File: config.mk
export PLATFORM = sky130hd
export DESIGN_NAME = tcw_queue_flat
export DESIGN_NICKNAME = d
export VERILOG_FILES = /design/src/sv/text_console_writer_core_defines.svh /design/src/sv/tcw_pkg.sv /design/src/sv/tcw_chan_if.sv /design/src/sv/tcw_queue.sv /design/src/flat_wrapper.sv
export SDC_FILE = /design/constraint.sdc
export NUM_CORES = 1
export LEC_CHECK = 0
export BUFFER_PORTS_ARGS = -buffer_cell sky130_fd_sc_hd__buf_2
export CORE_AREA = 2 2 39 41
export DETAILED_ROUTE_END_ITERATION = 8
export DIE_AREA = 0 0 41 43
export MAX_ROUTING_LAYER = met4
export PLACE_DENSITY = 0.4
export SLEW_MARGIN = 0
export SYNTH_ARGS = -nofsm -noshare
export SYNTH_HDL_FRONTEND = slang
export SYNTH_SLANG_ARGS = --single-unit
File: constraint.sdc
create_clock -name i_clk -period 2.1 [get_ports i_clk]
set_input_delay 0.42 -clock i_clk [delete_from_list [all_inputs] [get_ports i_clk]]
set_output_delay 0.42 -clock i_clk [all_outputs]
set_load 0.01 [all_outputs]
File: src/sv/text_console_writer_core_defines.svh
// Assertion macros shared by the text console writer RTL.
// No dependencies; included by the files that carry assertions.
`ifndef TEXT_CONSOLE_WRITER_CORE_DEFINES_SVH
`define TEXT_CONSOLE_WRITER_CORE_DEFINES_SVH
`ifndef SYNTH
`define TCW_ASSERT_RST(lbl, clk, rst_n, prop) \
    lbl: assert property (@(posedge clk) disable iff (!rst_n) prop) \
        else $error("tcw: assertion failed");
`define TCW_ASSERT_ALWAYS(lbl, clk, prop) \
    lbl: assert property (@(posedge clk) prop) \
        else $error("tcw: assertion failed");
`else
`define TCW_ASSERT_RST(lbl, clk, rst_n, prop)
`define TCW_ASSERT_ALWAYS(lbl, clk, prop)
`endif
`endif

File: src/sv/tcw_pkg.sv
// Shared types and constants of the text console writer.
// No dependencies; used by every module of the block.
package tcw_pkg;

    localparam int COLS_DEF   = 80;
    localparam int ROWS_DEF   = 25;
    localparam int CELL_IDX_W = 11;
    localparam int CURSOR_W   = 11;
    localparam int CHAR_W     = 8;
    localparam int ATTR_W     = 8;
    localparam int WORD_W     = 16;

    localparam logic [CHAR_W-1:0] CH_NEWLINE   = 8'd10;
    localparam logic [CHAR_W-1:0] CH_RETURN    = 8'd13;
    localparam logic [CHAR_W-1:0] CH_BACKSPACE = 8'd8;
    localparam logic [ATTR_W-1:0] ATTR_RESET   = 8'd7;

    localparam logic CMD_PUT  = 1'b0;
    localparam logic CMD_READ = 1'b1;

    // Decoupling queue between front and back.
    localparam int Q_DEPTH = 2;
    localparam int Q_PW    = 1;
    localparam int Q_CW    = 2;

    typedef enum logic [2:0] {
        OP_READ     = 3'd0,
        OP_READ_OOR = 3'd1,
        OP_PUT      = 3'd2,
        OP_NEWLINE  = 3'd3,
        OP_RETURN   = 3'd4,
        OP_BACKSP   = 3'd5
    } t_op;

    typedef struct packed {
        logic                  cmd;
        logic [CHAR_W-1:0]     char_code;
        logic [CELL_IDX_W-1:0] cell_index;
    } t_cmd_item;

    typedef struct packed {
        logic [CURSOR_W-1:0] cursor_pos;
        logic                scrolled;
        logic [WORD_W-1:0]   cell_word;
    } t_res_item;

    typedef struct packed {
        t_op                   op;
        logic [CHAR_W-1:0]     char_code;
        logic [CELL_IDX_W-1:0] cell_index;
    } t_qent;

endpackage

File: src/sv/tcw_chan_if.sv
// Valid/ready channel carrying one payload beat of a chosen type.
// No dependencies; the payload type is set at instantiation.
interface tcw_chan_if #(
    parameter type T = logic
);
    logic valid;
    logic ready;
    T     data;

    modport source (output valid, output data, input ready);
    modport sink (input valid, input data, output ready);
endinterface

File: src/sv/tcw_queue.sv
// Short FIFO of classified operations between front and back.
// Depends on tcw_pkg and tcw_chan_if.
module tcw_queue
    import tcw_pkg::*;
(
    input  logic       i_clk,
    input  logic       i_rst_n,
    tcw_chan_if.sink   i_push,
    tcw_chan_if.source o_pop
);
    t_qent             r_buf [Q_DEPTH];
    logic [Q_PW-1:0]   r_wptr;
    logic [Q_PW-1:0]   r_rptr;
    logic [Q_CW-1:0]   r_cnt;
    logic              w_push;
    logic              w_pop;

    assign i_push.ready = (r_cnt != Q_CW'(Q_DEPTH));
    assign o_pop.valid  = (r_cnt != '0);
    assign o_pop.data   = r_buf[r_rptr];
    assign w_push       = i_push.valid && i_push.ready;
    assign w_pop        = o_pop.valid && o_pop.ready;

    always_ff @(posedge i_clk) begin
        if (!i_rst_n) begin
            r_wptr <= '0;
            r_rptr <= '0;
            r_cnt  <= '0;
        end else begin
            if (w_push) begin
                r_wptr <= r_wptr + Q_PW'(1);
            end
            if (w_pop) begin
                r_rptr <= r_rptr + Q_PW'(1);
            end
            if (w_push && !w_pop) begin
                r_cnt <= r_cnt + Q_CW'(1);
            end else if (w_pop && !w_push) begin
                r_cnt <= r_cnt - Q_CW'(1);
            end
        end
    end

    always_ff @(posedge i_clk) begin
        if (w_push) begin
            r_buf[r_wptr] <= i_push.data;
        end
    end
endmodule

File: src/flat_wrapper.sv
// flat-port wrapper written by rule: the top's interface ports become plain ports
module tcw_queue_flat import tcw_pkg::*;
  (i_clk, i_rst_n, i_push_valid, i_push_data, i_push_ready, o_pop_valid, o_pop_data, o_pop_ready);
  tcw_chan_if i_push_i ();
  tcw_chan_if o_pop_i ();
  input  logic i_clk;
  input  logic i_rst_n;
  input wire logic [$bits(i_push_i.valid)-1:0] i_push_valid;
  input wire logic [$bits(i_push_i.data)-1:0] i_push_data;
  output wire logic [$bits(i_push_i.ready)-1:0] i_push_ready;
  output wire logic [$bits(o_pop_i.valid)-1:0] o_pop_valid;
  output wire logic [$bits(o_pop_i.data)-1:0] o_pop_data;
  input wire logic [$bits(o_pop_i.ready)-1:0] o_pop_ready;
  assign i_push_i.valid = i_push_valid;
  assign i_push_i.data = i_push_data;
  assign i_push_ready = i_push_i.ready;
  assign o_pop_valid = o_pop_i.valid;
  assign o_pop_data = o_pop_i.data;
  assign o_pop_i.ready = o_pop_ready;
  tcw_queue u_core (.i_clk(i_clk), .i_rst_n(i_rst_n), .i_push(i_push_i), .o_pop(o_pop_i));
endmodule
==> summary.txt <==
Detailed routing
  • Wire length per cell: 9.22 um
  • Drt total wl: 498 um
  • Routed Antenna Nets: 0
  • DRT iter0 DRCs: 2
  • Drc violations: 0
  • Vias post-DR: 218
  • DRT Pass-1 Iters: 2
  • Via/cell ratio: 4.04

Clock tree
  • Resize count post-CTS: 0
  • Latest clock arrival within the worst-skew pair: 0.25 ns
  • Setup repair bufs after CTS: 0
  • Hold_buf cts: 0
  • Reg clk slew, reported paths: 0.06 ns
  • CTS tree: done
  • Longest Clk Path Bufs: 2
  • CTS Buf Count: 3
  • H-tree level count: 1
  • CTS Sinks: 7
  • Root Buffer: clkbuf_4

Power
  • Cell leakage power: 0.169 nW
  • Internal power: 0.367 mW
  • Worst VDD drop: 0.507 mV
  • Clock power frac: 23.1%
  • Psw: 0.168 mW
  • Comb pwr share: 37.3%
  • Flop pwr share: 39.6%
  • Total power: 0.534 mW
  • Pwr Density: 1350 nW/um^2
  • Sw frac: 31.4%

Worst setup path
  • Critical Path RT: 2.29 ns
  • CP Launch Type: flip-flop
  • Critical path arrival: 1.74 ns
  • Crit-path max FO: 5
  • Crit. End Element: flip-flop
  • CP Class: flip-flop to flip-flop

Final layout
  • Number of antenna diodes: 0
  • Final Non-Filler Cells: 54
  • Commonest non-fill, non-tap cell in the layout: buf_2
  • Layout net count: 45
  • Area growth from synthesis to layout: 25.9%
  • Most frequent cells in the layout: 7 x buf_2, 5 x dfxtp_1, 4 x and2_1
  • Layout cell share with drive strength beyond 1: 36.8%
  • Fin util: 28.6%

Run
  • Max-Cap Viols: 0

Global routing
  • Largest net degree at the start of global routing: 6
  • Gr usage total: 7.77%
  • Grt total ovfl: 0
  • First-pass GRT wire length: 793 um
  • Vias in the first global route: 194
  • Antenna violations before repair: 0

Timing
  • Achievable Freq: 0.646 GHz
  • Worst Max-Slew Pin Slew: 0.216 ns
  • RSZ-0062 raised after global routing: no
  • Setup TNS: 0 ns
  • Clock Skews: 0.00508 ns
  • Final Hold Viols: 0
  • # setup viols final: 0
  • Max-slew violations: 0
  • Max-slew headroom: 85.5%
  • Period utilization: 73.7%
  • Crit path time final: 1.55 ns

Floorplanning
  • Die ar.: 1760 um^2
  • Die width: 41 um
  • Die height: 43 um
  • # IOs: 8
  • Initial core utilization: 22.7%
  • Core Rows: 14
  • Core Region: 1380 um^2

Logic synthesis
  • Sequential area share after synthesis: 51.0%
  • Cells after synthesis: 27
  • Seq cells post-synth: 7
  • Yosys warns: 0
  • Cell area after synthesis: 314 um^2
  • Distinct cells, synth: 18
  • Synth Net Count: 33
  • Mean post-synth cell area: 11.6 um^2

Hold path
  • Type of the most critical hold path: primary input to flip-flop

Place
  • IO Port Bufs: 7
  • Post-DP HPWL: 390 um
  • Placed cells: 50
  • Placer Congestion: 0.696

Run status
  • Outcome: completed
final cells by class:
type / instances / area, um^2
fillers: 144 / 988
flip-flops and latches: 7 / 160
multi-input cells: 19 / 150
repair buffers: 7 / 35.0
clock buffers: 4 / 26.3
well taps: 16 / 20.0
inverters: 1 / 3.75
cell usage after synthesis:
library cell / count / area share, %
a21boi_0: 1 / 2.4
a21boi_1: 1 / 2.4
xnor2_1: 2 / 5.6
ha_1: 1 / 4.0
o21ai_0: 1 / 1.6
o21ai_1: 1 / 1.6
nand2b_4: 1 / 4.4
edfxtp_1: 2 / 19
and3_1: 1 / 2.0
xor2_1: 1 / 2.8
a21bo_2: 1 / 3.2
dfxtp_1: 5 / 32
or2_2: 1 / 2.0
inv_1: 1 / 1.2
mux2_2: 1 / 3.6
nand3b_1: 1 / 2.4
or3_1: 1 / 2.0
and2_1: 4 / 8.0
cells by family after synthesis:
kind of cell,count (synthesis),synth area share [%]
AND/OR/NAND/NOR,9,20.7
flip-flops,7,51.0
AO/OA/AOI/OAI,5,11.2
XOR/XNOR,3,8.37
buffers and inverters,1,1.19
multiplexers,1,3.59
adder cells (fa/ha/maj),1,3.98
worst max-delay path, cell delays in order, from the launching register on:
cell and delay [ns]:
dfxtp_1 0.35, nand2b_4 0.18, and2_1 0.17, ha_1 0.31, or3_1 0.35, a21boi_1 0.13
layer usage:
metal | track usage, % | part of all wire [%] | vias to the layer above
met5 | - | 0 | -
met4 | 10.0 | 0 | 0
met3 | 3.14 | 5.8 | 0
met2 | 8.75 | 48 | 4
met1 | 8.55 | 46 | 96
li1 | - | - | 118
worst paths after layout:
path                            slack (ns)       startpoint               to  cells past startpoint
worst min-delay path                  0.36      i_push_data  u_core.r_buf[1]                      1
worst max register to register        0.55  u_core.r_cnt[0]  u_core.r_cnt[1]                      5
worst max-delay path                  0.55  u_core.r_cnt[0]  u_core.r_cnt[1]                      5
worst min register to register        0.55  u_core.r_cnt[1]  u_core.r_cnt[1]                      2
power by group through the flow:
stage	Combinational, mW	Clock (mW)	Sequential, mW
3_5_place_dp	0.199	0	0.215
4_1_cts	0.201	0.132	0.212
3_3_place_gp	0.195	0	0.213
6_report	0.199	0.124	0.212
5_1_grt	0.224	0.138	0.217
2_1_floorplan	0.154	0	0.208
per-stage QoR:
stage	worst slack, ns	cell area (um^2)	hold slack, ns
5_1_grt	0.464	395	0.356
4_1_cts	0.555	395	0.350
3_5_place_dp	0.570	369	0.537
2_1_floorplan	0.618	314	0.512
6_report	0.553	395	0.360
3_3_place_gp	0.588	369	0.529
Power figures use the tool's default switching activity.
